$ cat src/rtl/hpwm_pkg.sv
// Shared types, constants and the climate duty table for the heater PWM block.
`timescale 1ns / 1ps
`default_nettype none

package hpwm_pkg;

  localparam int BASE_TICKS  = 2000;
  localparam int MAX_FREQ    = 200;
  localparam int PCT_FULL    = 100;
  localparam int PCT_NUM     = 5;
  localparam int PCT_DEN     = 3;
  localparam int AUTO_FREQ   = 2;
  localparam int AUTO_PERIOD = BASE_TICKS / AUTO_FREQ;
  localparam int DUTY_SCALE  = AUTO_PERIOD / PCT_FULL;

  localparam int TICK_W = 11;
  localparam int FREQ_W = 8;
  localparam int PCT_W  = 7;
  localparam int PROD_W = 18;

  localparam logic [TICK_W-1:0] PERIOD_MAX   = '1;
  localparam logic [TICK_W-1:0] PERIOD_RESET = 11'd20;
  localparam logic [TICK_W-1:0] DUTY_RESET   = 11'd10;

  localparam logic [FREQ_W-1:0] FREQ_RESET = 8'd100;
  localparam logic [PCT_W-1:0]  PCT_RESET  = 7'd50;

  // Configuration register indexes
  localparam logic [1:0] REG_ENABLE    = 2'd0;
  localparam logic [1:0] REG_AUTO_MODE = 2'd1;
  localparam logic [1:0] REG_FREQ      = 2'd2;
  localparam logic [1:0] REG_DUTY_PCT  = 2'd3;

  // Command kinds passed from the front to the back
  localparam logic [1:0] KIND_TICK = 2'd0;
  localparam logic [1:0] KIND_LOAD = 2'd1;
  localparam logic [1:0] KIND_STOP = 2'd2;
  localparam logic [1:0] KIND_DIV  = 2'd3;

  // Climate bins
  localparam logic signed [7:0] TEMP_LIM0 = 8'sd10;
  localparam logic signed [7:0] TEMP_LIM1 = 8'sd28;
  localparam logic signed [7:0] TEMP_LIM2 = 8'sd35;
  localparam logic [6:0] HUM_LIM0 = 7'd55;
  localparam logic [6:0] HUM_LIM1 = 7'd65;
  localparam logic [6:0] HUM_LIM2 = 7'd75;
  localparam logic [6:0] HUM_LIM3 = 7'd85;

  localparam int TAB_ROWS = 5;
  localparam int TAB_COLS = 4;
  localparam int TAB_N    = TAB_ROWS * TAB_COLS;

  // Row-major: row is the humidity row, column the temperature bin
  localparam int DUTY_ENTRY [TAB_N] = '{
    42, 48, 54, 54,
    30, 42, 48, 54,
    18, 36, 42, 48,
    12, 24, 36, 48,
     0, 12, 30, 42
  };

  typedef logic [TAB_N-1:0][PCT_W-1:0] pct_tab_t;

  function automatic pct_tab_t make_pct_tab();
    pct_tab_t tab;
    for (int i = 0; i < TAB_N; i++) begin
      tab[i] = PCT_W'(DUTY_ENTRY[i] * PCT_NUM / PCT_DEN);
    end
    return tab;
  endfunction

  localparam pct_tab_t PCT_TABLE = make_pct_tab();

  typedef struct packed {
    logic              enable;
    logic              auto_mode;
    logic [FREQ_W-1:0] manual_freq;
    logic [PCT_W-1:0]  manual_duty_pct;
  } cfg_t;

  typedef struct packed {
    logic [1:0]        kind;
    logic [TICK_W-1:0] arg_a;
    logic [TICK_W-1:0] arg_b;
  } cmd_t;

endpackage

`default_nettype wire

$ cat src/rtl/hpwm_front.sv
// Front end: accepts input words and turns them into commands for the back end.
`timescale 1ns / 1ps
`default_nettype none

module hpwm_front (
  input  wire logic               in_valid,
  output logic                    in_ready,
  input  wire logic               in_func,
  input  wire logic signed [7:0]  in_temperature,
  input  wire logic [6:0]         in_humidity,
  input  wire hpwm_pkg::cfg_t     cfg,
  input  wire logic               q_full,
  output logic                    q_push,
  output hpwm_pkg::cmd_t          q_cmd
);

  logic [1:0]                     temp_bin;
  logic [2:0]                     hum_gt;
  logic [2:0]                     hum_row;
  logic [4:0]                     tab_idx;
  logic [hpwm_pkg::PCT_W-1:0]     auto_pct;
  logic [hpwm_pkg::FREQ_W-1:0]    freq_c;
  logic [hpwm_pkg::PCT_W-1:0]     pct_c;

  assign in_ready = !q_full;
  assign q_push   = in_valid && !q_full;

  always_comb begin
    temp_bin = 2'(in_temperature > hpwm_pkg::TEMP_LIM0)
             + 2'(in_temperature > hpwm_pkg::TEMP_LIM1)
             + 2'(in_temperature > hpwm_pkg::TEMP_LIM2);
    hum_gt   = 3'(in_humidity > hpwm_pkg::HUM_LIM0)
             + 3'(in_humidity > hpwm_pkg::HUM_LIM1)
             + 3'(in_humidity > hpwm_pkg::HUM_LIM2)
             + 3'(in_humidity > hpwm_pkg::HUM_LIM3);
    hum_row  = 3'(hpwm_pkg::TAB_ROWS - 1) - hum_gt;
    tab_idx  = {hum_row, temp_bin};
    auto_pct = hpwm_pkg::PCT_TABLE[tab_idx];

    freq_c = (cfg.manual_freq > hpwm_pkg::FREQ_W'(hpwm_pkg::MAX_FREQ))
           ? hpwm_pkg::FREQ_W'(hpwm_pkg::MAX_FREQ) : cfg.manual_freq;
    pct_c  = (cfg.manual_duty_pct > hpwm_pkg::PCT_W'(hpwm_pkg::PCT_FULL))
           ? hpwm_pkg::PCT_W'(hpwm_pkg::PCT_FULL) : cfg.manual_duty_pct;

    q_cmd.kind  = hpwm_pkg::KIND_TICK;
    q_cmd.arg_a = '0;
    q_cmd.arg_b = '0;
    if (in_func) begin
      if (cfg.auto_mode) begin
        // Auto period is fixed, so duty is a scaled table percent
        q_cmd.kind  = hpwm_pkg::KIND_LOAD;
        q_cmd.arg_a = hpwm_pkg::TICK_W'(hpwm_pkg::AUTO_PERIOD);
        q_cmd.arg_b = hpwm_pkg::TICK_W'(auto_pct)
                    * hpwm_pkg::TICK_W'(hpwm_pkg::DUTY_SCALE);
      end else if (cfg.manual_freq == '0) begin
        q_cmd.kind = hpwm_pkg::KIND_STOP;
      end else begin
        q_cmd.kind  = hpwm_pkg::KIND_DIV;
        q_cmd.arg_a = hpwm_pkg::TICK_W'(freq_c);
        q_cmd.arg_b = hpwm_pkg::TICK_W'(pct_c);
      end
    end
  end

endmodule

`default_nettype wire

$ cat src/rtl/hpwm_fifo.sv
// Two-entry command queue between the front end and the back end.
`timescale 1ns / 1ps
`default_nettype none

module hpwm_fifo (
  input  wire logic           clk,
  input  wire logic           rst_n,
  input  wire logic           push,
  input  wire hpwm_pkg::cmd_t push_cmd,
  input  wire logic           pop,
  output hpwm_pkg::cmd_t      pop_cmd,
  output logic                full,
  output logic                empty
);

  hpwm_pkg::cmd_t slot_r [2];
  logic           wr_ptr_r, wr_ptr_nxt;
  logic           rd_ptr_r, rd_ptr_nxt;
  logic [1:0]     count_r, count_nxt;

  assign full    = (count_r == 2'd2);
  assign empty   = (count_r == 2'd0);
  assign pop_cmd = slot_r[rd_ptr_r];

  always_comb begin
    wr_ptr_nxt = push ? !wr_ptr_r : wr_ptr_r;
    rd_ptr_nxt = pop ? !rd_ptr_r : rd_ptr_r;
    count_nxt  = count_r + 2'(push) - 2'(pop);
  end

  always_ff @(posedge clk) begin
    if (!rst_n) begin
      wr_ptr_r <= 1'b0;
      rd_ptr_r <= 1'b0;
      count_r  <= 2'd0;
    end else begin
      wr_ptr_r <= wr_ptr_nxt;
      rd_ptr_r <= rd_ptr_nxt;
      count_r  <= count_nxt;
    end
  end

  always_ff @(posedge clk) begin
    if (push) begin
      slot_r[wr_ptr_r] <= push_cmd;
    end
  end

endmodule

`default_nettype wire

$ cat src/rtl/hpwm_div.sv
// Restoring divider, one quotient bit per cycle.
`timescale 1ns / 1ps
`default_nettype none

module hpwm_div (
  input  wire logic                        clk,
  input  wire logic                        rst_n,
  input  wire logic                        start,
  input  wire logic [hpwm_pkg::PROD_W-1:0] dividend,
  input  wire logic [hpwm_pkg::FREQ_W-1:0] divisor,
  output logic                             done,
  output logic [hpwm_pkg::PROD_W-1:0]      quot
);

  localparam int CNT_W = $clog2(hpwm_pkg::PROD_W);

  logic [hpwm_pkg::FREQ_W-1:0] rem_r, rem_nxt;
  logic [hpwm_pkg::PROD_W-1:0] quo_r, quo_nxt;
  logic [hpwm_pkg::FREQ_W-1:0] dsr_r, dsr_nxt;
  logic [CNT_W-1:0]            cnt_r, cnt_nxt;
  logic                        busy_r, busy_nxt;
  logic                        done_r, done_nxt;
  logic [hpwm_pkg::FREQ_W:0]   rem_sh;
  logic [hpwm_pkg::FREQ_W+1:0] diff;

  assign done = done_r;
  assign quot = quo_r;

  always_comb begin
    rem_sh   = {rem_r, quo_r[hpwm_pkg::PROD_W-1]};
    diff     = {1'b0, rem_sh} - {2'b00, dsr_r};
    rem_nxt  = rem_r;
    quo_nxt  = quo_r;
    dsr_nxt  = dsr_r;
    cnt_nxt  = cnt_r;
    busy_nxt = busy_r;
    done_nxt = 1'b0;
    if (start) begin
      rem_nxt  = '0;
      quo_nxt  = dividend;
      dsr_nxt  = divisor;
      cnt_nxt  = '0;
      busy_nxt = 1'b1;
    end else if (busy_r) begin
      // Subtract when it does not borrow; shift the quotient bit in
      if (diff[hpwm_pkg::FREQ_W+1]) begin
        rem_nxt = rem_sh[hpwm_pkg::FREQ_W-1:0];
      end else begin
        rem_nxt = diff[hpwm_pkg::FREQ_W-1:0];
      end
      quo_nxt = {quo_r[hpwm_pkg::PROD_W-2:0], !diff[hpwm_pkg::FREQ_W+1]};
      cnt_nxt = cnt_r + CNT_W'(1);
      if (cnt_r == CNT_W'(hpwm_pkg::PROD_W - 1)) begin
        busy_nxt = 1'b0;
        done_nxt = 1'b1;
      end
    end
  end

  always_ff @(posedge clk) begin
    if (!rst_n) begin
      busy_r <= 1'b0;
      done_r <= 1'b0;
      cnt_r  <= '0;
    end else begin
      busy_r <= busy_nxt;
      done_r <= done_nxt;
      cnt_r  <= cnt_nxt;
    end
  end

  always_ff @(posedge clk) begin
    rem_r <= rem_nxt;
    quo_r <= quo_nxt;
    dsr_r <= dsr_nxt;
  end

endmodule

`default_nettype wire

$ cat src/rtl/hpwm_back.sv
// Back end: runs commands against the PWM state and holds the result register.
`timescale 1ns / 1ps
`default_nettype none

module hpwm_back (
  input  wire logic                        clk,
  input  wire logic                        rst_n,
  input  wire hpwm_pkg::cfg_t              cfg,
  input  wire logic                        q_empty,
  input  wire hpwm_pkg::cmd_t              q_cmd,
  output logic                             q_pop,
  output logic                             out_valid,
  input  wire logic                        out_ready,
  output logic                             out_heater_on,
  output logic [hpwm_pkg::TICK_W-1:0]      out_period_ticks,
  output logic [hpwm_pkg::TICK_W-1:0]      out_duty_ticks
);

  localparam logic [1:0] ST_IDLE    = 2'd0;
  localparam logic [1:0] ST_DIV_PER = 2'd1;
  localparam logic [1:0] ST_MUL     = 2'd2;
  localparam logic [1:0] ST_SCALE   = 2'd3;

  localparam logic [hpwm_pkg::PROD_W-1:0] BASE_DIVIDEND =
    hpwm_pkg::PROD_W'(hpwm_pkg::BASE_TICKS);

  localparam int PERIOD_MAX_W = (1 << hpwm_pkg::TICK_W) - 1;

  // Divide by 100 as a multiply by ceil(2^25/100) and a shift by 25;
  // exact for every dividend below 2^18
  localparam int                 RECIP_W     = 19;
  localparam int                 RECIP_SHIFT = 25;
  localparam int                 RPROD_W     = hpwm_pkg::PROD_W + RECIP_W;
  localparam logic [RECIP_W-1:0] RECIP_MUL   = 19'd335545;

  logic [1:0]                  state_r, state_nxt;
  logic [hpwm_pkg::TICK_W-1:0] tick_r, tick_nxt;
  logic [hpwm_pkg::TICK_W-1:0] period_r, period_nxt;
  logic [hpwm_pkg::TICK_W-1:0] duty_r, duty_nxt;
  logic                        pin_r, pin_nxt;
  logic                        stopped_r, stopped_nxt;
  logic [hpwm_pkg::TICK_W-1:0] per_r, per_nxt;
  logic [hpwm_pkg::PCT_W-1:0]  pct_r, pct_nxt;
  logic [hpwm_pkg::PROD_W-1:0] prod_r, prod_nxt;
  logic                        ovalid_r, ovalid_nxt;
  logic                        opin_r, opin_nxt;
  logic [hpwm_pkg::TICK_W-1:0] oper_r, oper_nxt;
  logic [hpwm_pkg::TICK_W-1:0] oduty_r, oduty_nxt;

  logic [hpwm_pkg::TICK_W-1:0] tick_inc;
  logic                        out_free;
  logic                        div_start;
  logic [hpwm_pkg::PROD_W-1:0] div_dividend;
  logic [hpwm_pkg::FREQ_W-1:0] div_divisor;
  logic                        div_done;
  logic [hpwm_pkg::PROD_W-1:0] div_quot;
  logic [RPROD_W-1:0]          recip_prod;
  logic                        emit;

  hpwm_div u_div (
    .clk      (clk),
    .rst_n    (rst_n),
    .start    (div_start),
    .dividend (div_dividend),
    .divisor  (div_divisor),
    .done     (div_done),
    .quot     (div_quot)
  );

  assign out_valid        = ovalid_r;
  assign out_heater_on    = opin_r;
  assign out_period_ticks = oper_r;
  assign out_duty_ticks   = oduty_r;

  assign out_free     = !ovalid_r || out_ready;
  assign q_pop        = (state_r == ST_IDLE) && !q_empty && out_free;
  assign tick_inc     = tick_r + hpwm_pkg::TICK_W'(1);
  assign div_dividend = BASE_DIVIDEND;
  assign div_divisor  = q_cmd.arg_a[hpwm_pkg::FREQ_W-1:0];
  assign recip_prod   = RPROD_W'(prod_r) * RPROD_W'(RECIP_MUL);

  always_comb begin
    state_nxt    = state_r;
    tick_nxt     = tick_r;
    period_nxt   = period_r;
    duty_nxt     = duty_r;
    pin_nxt      = pin_r;
    stopped_nxt  = stopped_r;
    per_nxt      = per_r;
    pct_nxt      = pct_r;
    prod_nxt     = prod_r;
    div_start    = 1'b0;
    emit         = 1'b0;

    case (state_r)
      ST_IDLE: begin
        if (q_pop) begin
          case (q_cmd.kind)
            hpwm_pkg::KIND_TICK: begin
              emit = 1'b1;
              if (cfg.enable && !stopped_r) begin
                if (tick_inc >= period_r) begin
                  tick_nxt = '0;
                  if (duty_r != '0) begin
                    pin_nxt = 1'b1;
                  end
                end else begin
                  tick_nxt = tick_inc;
                  if (tick_inc >= duty_r) begin
                    pin_nxt = 1'b0;
                  end
                end
              end
            end
            hpwm_pkg::KIND_LOAD: begin
              emit        = 1'b1;
              period_nxt  = q_cmd.arg_a;
              duty_nxt    = q_cmd.arg_b;
              stopped_nxt = 1'b0;
            end
            hpwm_pkg::KIND_STOP: begin
              emit        = 1'b1;
              stopped_nxt = 1'b1;
              pin_nxt     = 1'b0;
            end
            default: begin
              // Manual reload: period from the base count, then duty
              div_start = 1'b1;
              pct_nxt   = q_cmd.arg_b[hpwm_pkg::PCT_W-1:0];
              state_nxt = ST_DIV_PER;
            end
          endcase
        end
      end
      ST_DIV_PER: begin
        if (div_done) begin
          if (div_quot > hpwm_pkg::PROD_W'(PERIOD_MAX_W)) begin
            per_nxt = hpwm_pkg::PERIOD_MAX;
          end else begin
            per_nxt = div_quot[hpwm_pkg::TICK_W-1:0];
          end
          state_nxt = ST_MUL;
        end
      end
      ST_MUL: begin
        prod_nxt  = hpwm_pkg::PROD_W'(per_r) * hpwm_pkg::PROD_W'(pct_r);
        state_nxt = ST_SCALE;
      end
      ST_SCALE: begin
        emit        = 1'b1;
        period_nxt  = per_r;
        duty_nxt    = recip_prod[RECIP_SHIFT +: hpwm_pkg::TICK_W];
        stopped_nxt = 1'b0;
        state_nxt   = ST_IDLE;
      end
      default: begin
        state_nxt = ST_IDLE;
      end
    endcase

    ovalid_nxt = ovalid_r && !out_ready;
    opin_nxt   = opin_r;
    oper_nxt   = oper_r;
    oduty_nxt  = oduty_r;
    if (emit) begin
      ovalid_nxt = 1'b1;
      opin_nxt   = pin_nxt;
      oper_nxt   = period_nxt;
      oduty_nxt  = duty_nxt;
    end
  end

  always_ff @(posedge clk) begin
    if (!rst_n) begin
      state_r   <= ST_IDLE;
      tick_r    <= '0;
      period_r  <= hpwm_pkg::PERIOD_RESET;
      duty_r    <= hpwm_pkg::DUTY_RESET;
      pin_r     <= 1'b0;
      stopped_r <= 1'b0;
      ovalid_r  <= 1'b0;
    end else begin
      state_r   <= state_nxt;
      tick_r    <= tick_nxt;
      period_r  <= period_nxt;
      duty_r    <= duty_nxt;
      pin_r     <= pin_nxt;
      stopped_r <= stopped_nxt;
      ovalid_r  <= ovalid_nxt;
    end
  end

  always_ff @(posedge clk) begin
    per_r   <= per_nxt;
    pct_r   <= pct_nxt;
    prod_r  <= prod_nxt;
    opin_r  <= opin_nxt;
    oper_r  <= oper_nxt;
    oduty_r <= oduty_nxt;
  end

endmodule

`default_nettype wire

$ cat src/rtl/heater_pwm_with_climate_duty_table_top.sv
// Top level of the heater PWM driver: configuration registers and block wiring.
//
//   channel   direction  handshake             payload
//   in_       input      in_valid / in_ready   func, temperature, humidity
//   out_      output     out_valid / out_ready heater_on, period_ticks, duty_ticks
//   cfg_      input      cfg_we                cfg_index, cfg_wdata
//
// Ticks, auto reloads and stop reloads are handled in the back end's idle state, so a
// stream of them runs at one word per cycle while out_ready stays high. A manual
// reload holds the back end while it starts the one-bit-per-cycle period divider,
// takes its quotient, forms period times percent and scales that by 1/100.
// Reset is synchronous, active low, and needs no clearing pass.
// A two-entry command queue takes words while the back end is busy or the output is
// stalled; in_ready drops once both entries are full.
`timescale 1ns / 1ps
`default_nettype none

module heater_pwm_with_climate_duty_table_top (
  input  wire logic                          clk,
  input  wire logic                          rst_n,
  input  wire logic                          cfg_we,
  input  wire logic [1:0]                    cfg_index,
  input  wire logic [hpwm_pkg::FREQ_W-1:0]   cfg_wdata,
  input  wire logic                          in_valid,
  output logic                               in_ready,
  input  wire logic                          in_func,
  input  wire logic signed [7:0]             in_temperature,
  input  wire logic [6:0]                    in_humidity,
  output logic                               out_valid,
  input  wire logic                          out_ready,
  output logic                               out_heater_on,
  output logic [hpwm_pkg::TICK_W-1:0]        out_period_ticks,
  output logic [hpwm_pkg::TICK_W-1:0]        out_duty_ticks
);

  hpwm_pkg::cfg_t cfg_r, cfg_nxt;
  hpwm_pkg::cmd_t push_cmd;
  hpwm_pkg::cmd_t pop_cmd;
  logic           q_push;
  logic           q_pop;
  logic           q_full;
  logic           q_empty;

  always_comb begin
    cfg_nxt = cfg_r;
    if (cfg_we) begin
      case (cfg_index)
        hpwm_pkg::REG_ENABLE:    cfg_nxt.enable          = cfg_wdata[0];
        hpwm_pkg::REG_AUTO_MODE: cfg_nxt.auto_mode       = cfg_wdata[0];
        hpwm_pkg::REG_FREQ:      cfg_nxt.manual_freq     = cfg_wdata;
        hpwm_pkg::REG_DUTY_PCT:  cfg_nxt.manual_duty_pct = cfg_wdata[hpwm_pkg::PCT_W-1:0];
        default:                 cfg_nxt = cfg_r;
      endcase
    end
  end

  always_ff @(posedge clk) begin
    if (!rst_n) begin
      cfg_r.enable          <= 1'b1;
      cfg_r.auto_mode       <= 1'b1;
      cfg_r.manual_freq     <= hpwm_pkg::FREQ_RESET;
      cfg_r.manual_duty_pct <= hpwm_pkg::PCT_RESET;
    end else begin
      cfg_r <= cfg_nxt;
    end
  end

  hpwm_front u_front (
    .in_valid       (in_valid),
    .in_ready       (in_ready),
    .in_func        (in_func),
    .in_temperature (in_temperature),
    .in_humidity    (in_humidity),
    .cfg            (cfg_r),
    .q_full         (q_full),
    .q_push         (q_push),
    .q_cmd          (push_cmd)
  );

  hpwm_fifo u_fifo (
    .clk      (clk),
    .rst_n    (rst_n),
    .push     (q_push),
    .push_cmd (push_cmd),
    .pop      (q_pop),
    .pop_cmd  (pop_cmd),
    .full     (q_full),
    .empty    (q_empty)
  );

  hpwm_back u_back (
    .clk              (clk),
    .rst_n            (rst_n),
    .cfg              (cfg_r),
    .q_empty          (q_empty),
    .q_cmd            (pop_cmd),
    .q_pop            (q_pop),
    .out_valid        (out_valid),
    .out_ready        (out_ready),
    .out_heater_on    (out_heater_on),
    .out_period_ticks (out_period_ticks),
    .out_duty_ticks   (out_duty_ticks)
  );

endmodule

`default_nettype wire

$ cat config.mk
export PLATFORM = sky130hd
export DESIGN_NAME = heater_pwm_with_climate_duty_table_top
export DESIGN_NICKNAME = d
export VERILOG_FILES = /design/src/rtl/hpwm_pkg.sv /design/src/rtl/hpwm_front.sv /design/src/rtl/hpwm_fifo.sv /design/src/rtl/hpwm_div.sv /design/src/rtl/hpwm_back.sv /design/src/rtl/heater_pwm_with_climate_duty_table_top.sv
export SDC_FILE = /design/constraint.sdc
export NUM_CORES = 1
export LEC_CHECK = 0
export BUFFER_PORTS_ARGS = -buffer_cell sky130_fd_sc_hd__buf_4
export CORE_MARGIN = 2
export CORE_UTILIZATION = 50
export CTS_BUF_LIST = sky130_fd_sc_hd__clkbuf_16
export DETAILED_ROUTE_END_ITERATION = 8
export GPL_TIMING_DRIVEN = 0
export PLACE_DENSITY = 0.67
export RECOVER_POWER = 25
export SLEW_MARGIN = 20
export SYNTH_ARGS = -nofsm -noshare
export SYNTH_HDL_FRONTEND = slang
export SYNTH_HIERARCHICAL = 1
export SYNTH_SLANG_ARGS = --single-unit
$ cat constraint.sdc
create_clock -name clk -period 13.3 [get_ports clk]
set_input_delay 1.33 -clock clk [delete_from_list [all_inputs] [get_ports clk]]
set_output_delay 1.33 -clock clk [all_outputs]
set_load 0.03 [all_outputs]
==> results.json <==
{
  "cp-start-kind": "register",
  "grt-ovfl-total": 0,
  "final_cell_mix": "inv_1 (331), ha_1 (243), fa_1 (164), edfxtp_1 (133), nand2_1 (125)",
  "clkSlewWorstSetupHoldPaths_ns": 0.07,
  "clockBufferDepth": 3,
  "cts_resized": 0,
  "avgSynthCellArea_sq_um": 10.6,
  "ys_seq_area_share_pct": 29.8,
  "num-nets-final": 2280,
  "antenna_cells": 0,
  "drive_gt1_share_pct": 8.99,
  "cts_tree": "built",
  "mappedNetlistArea_sq_um": 18400,
  "drv_cap": 0,
  "drt-initial-drc-count": 713,
  "status": "completed",
  "cts_made_buffers": 22,
  "globalplace.congestion": 0.937,
  "layout_min_cycle_time_ns": 6.83,
  "required_ns": 13.54,
  "drtAntennaViolNets": 0,
  "hold_viol_final": 0,
  "first_global_vias": 13100,
  "cts_setup_buffers": 0,
  "core_area_sq_um": 36400,
  "io_pins": 56,
  "synth_top_flop_cell": "edfxtp_1",
  "layout_commonest_cell": "inv_1",
  "rows": 70,
  "synth_cell_types": 90,
  "arrival_ns": 7.07,
  "insertion_delay_ns": 0.51,
  "setup-tns-final_ns": 0,
  "peakVddDrop_uv": 255,
  "synth_warnings": 6,
  "portBuffers": 54,
  "period_share_pct": 51.3,
  "hp-class": "register to register",
  "p_per_area_nw_per_um2": 254,
  "antenna_found_initial": 0,
  "synth-edff-count": 133,
  "worst_slack_ns": 6.47,
  "ys_ff_latch": 208,
  "wirelength_um": 40900,
  "holdWs_ns": 0.454,
  "cts_hold_buf": 0,
  "drc_errors": 0,
  "die_h_um": 196,
  "dieArea_sq_um": 38500,
  "setup_viol": 0,
  "cts-root-buf": "clkbuf_16",
  "rrSetupSlack_ns": 6.47,
  "initial_core_util_pct": 50.6,
  "async_flop_share_pct": 0,
  "cts.htree.levels": 1,
  "crit_fanout": 8,
  "tightest_slew_ns": 0.927,
  "via_per_inst": 5.38,
  "rsz0062_at_grt": "no",
  "leakagePower_nw": 9.42,
  "first_pass_iters": 6,
  "cp-end-kind": "register",
  "fp.dieW_um": 196,
  "hpwl_um": 33200,
  "crit_type": "register to register",
  "pre_cts_ws_ns": 6.44,
  "wl_per_cell_um": 17.6,
  "vias": 12500,
  "postSynthCellCount": 1748,
  "drv_slew": 0,
  "fin_skew_ns": 0.0112,
  "grt_usage_pct": 22.0,
  "area_delta_synth_final_pct": 9.30,
  "max-slew-margin-rel_pct": 38.2,
  "fmax_mhz": 146,
  "grt_max_degree": 26,
  "clock_sinks": 208,
  "grt_pass1_wl_um": 67400
}
[flip-flops by register name (all words and copies together) (netlist names), 2 cells and up, named ones only]
name / cells
u_back/u_div/dsr_r: 8
u_back/per_r: 11
u_back/prod_r: 18
u_back/u_div/quot: 18
u_fifo/count_r: 2
u_back/pct_r: 7
u_back/u_div/cnt_r: 5
u_back/duty_r: 11
u_back/state_r: 2
u_back/tick_r: 11
u_back/u_div/rem_r: 8
u_back/out_duty_ticks: 11
cfg_r: 17
u_fifo/slot_r: 48
u_back/period_r: 11
u_back/out_period_ticks: 11
[where the power goes]
group          internal, mW  leakage (nW)  switching, mW
Clock                 0.370         0.350          0.253
Combinational          1.44          7.21           2.11
Sequential            0.876          1.86         0.0769
[logic make-up (layout without fill, tap and decap cells)]
| group | after synthesis | in the layout | share of synthesized area (%) |
|---|---|---|---|
| other cells | 3 | 19 | 0.0610 |
| flops | 208 | 208 | 29.8 |
| compound gates | 244 | 244 | 9.51 |
| fa+ha+maj | 407 | 407 | 34.3 |
| mux | 74 | 74 | 4.79 |
| xor+xnor | 47 | 47 | 2.31 |
| buf+inv | 377 | 471 | 8.12 |
| simple gates | 388 | 388 | 11.1 |
[routing by layer]
| layer | track usage (%) | vias up | routed length, um |
|---|---|---|---|
| li1 | - | 6050 | - |
| met1 | 27.3 | 6144 | 17300 |
| met2 | 40.2 | 241 | 21000 |
| met3 | 1.89 | 73 | 1310 |
| met4 | 7.60 | 0 | 1270 |
| met5 | 0 | - | 0 |
[critical path: stages (launching register included)]
cell and delay (ns):
edfxtp_1 0.58, fa_1 0.67, inv_1 0.08, fa_1 0.50
inv_1 0.06, fa_1 0.44, fa_1 0.50, fa_1 0.56
inv_1 0.06, fa_1 0.53, inv_1 0.04, ha_1 0.31
nand4_1 0.23, or4_1 0.57, nor2_1 0.16, nand3_1 0.10
o221a_2 0.33, xnor2_1 0.16, a222oi_1 0.57, inv_1 0.11
[per-stage QoR]
step                util (%)  instances  cell area (sq um)  power (mW)
detailed placement      53.6       2286              19500        4.53
global placement        53.5       2286              19500        4.44
finish                  55.3       2326              20200        5.12
CTS                     55.6       2326              20200        5.18
global route            55.3       2326              20200        5.66
floorplan                  -       1764              18500        3.58
[synthesized netlist by cell type, types with 7 or more instances]
cell type / number / area [sq um]
and3_1: 16 / 100
nand2_1: 125 / 469
a21oi_1: 53 / 265
o311ai_1: 7 / 61.3
nor3_1: 12 / 60.1
o21ai_0: 32 / 160
xor2_1: 18 / 158
fa_1: 164 / 3280
o211ai_1: 10 / 75.1
nand3_1: 23 / 115
nand4_1: 8 / 50.1
nand2b_1: 12 / 75.1
mux2i_1: 28 / 280
a22oi_1: 15 / 113
ha_1: 243 / 3040
edfxtp_1: 133 / 3990
clkbuf_1: 24 / 90.1
mux2_4: 20 / 300
nor2b_1: 27 / 169
xnor2_1: 28 / 245
nor2_1: 45 / 169
dfxtp_1: 75 / 1500
or2_2: 17 / 106
a21o_1: 22 / 165
o21a_1: 10 / 75.1
a211oi_1: 8 / 60.1
and2_1: 56 / 350
inv_1: 330 / 1240
mux2_2: 25 / 282
nor3b_1: 8 / 60.1
o21bai_1: 9 / 67.6
o21ai_1: 11 / 55.1
[path summary, 6_finish.rpt]
path,cells after the start,end,from
worst min-delay path,2,cfg_r[0],cfg_r[0]
worst max register to register,19,u_back/out_duty_ticks[0],u_back/prod_r[16]
worst max-delay path,19,u_back/out_duty_ticks[0],u_back/prod_r[16]
worst min register to register,2,cfg_r[0],cfg_r[0]
[area by class of cell]
type	instances	area (sq um)
sequential	208	5500
clock buffer	23	576
multi-input combinational	1179	11500
timing repair buffer	54	398
fill	3186	16300
clock inverter	17	155
buffer	45	215
tap	468	586
inverter	332	1250
(Power assumes the default switching activity.)
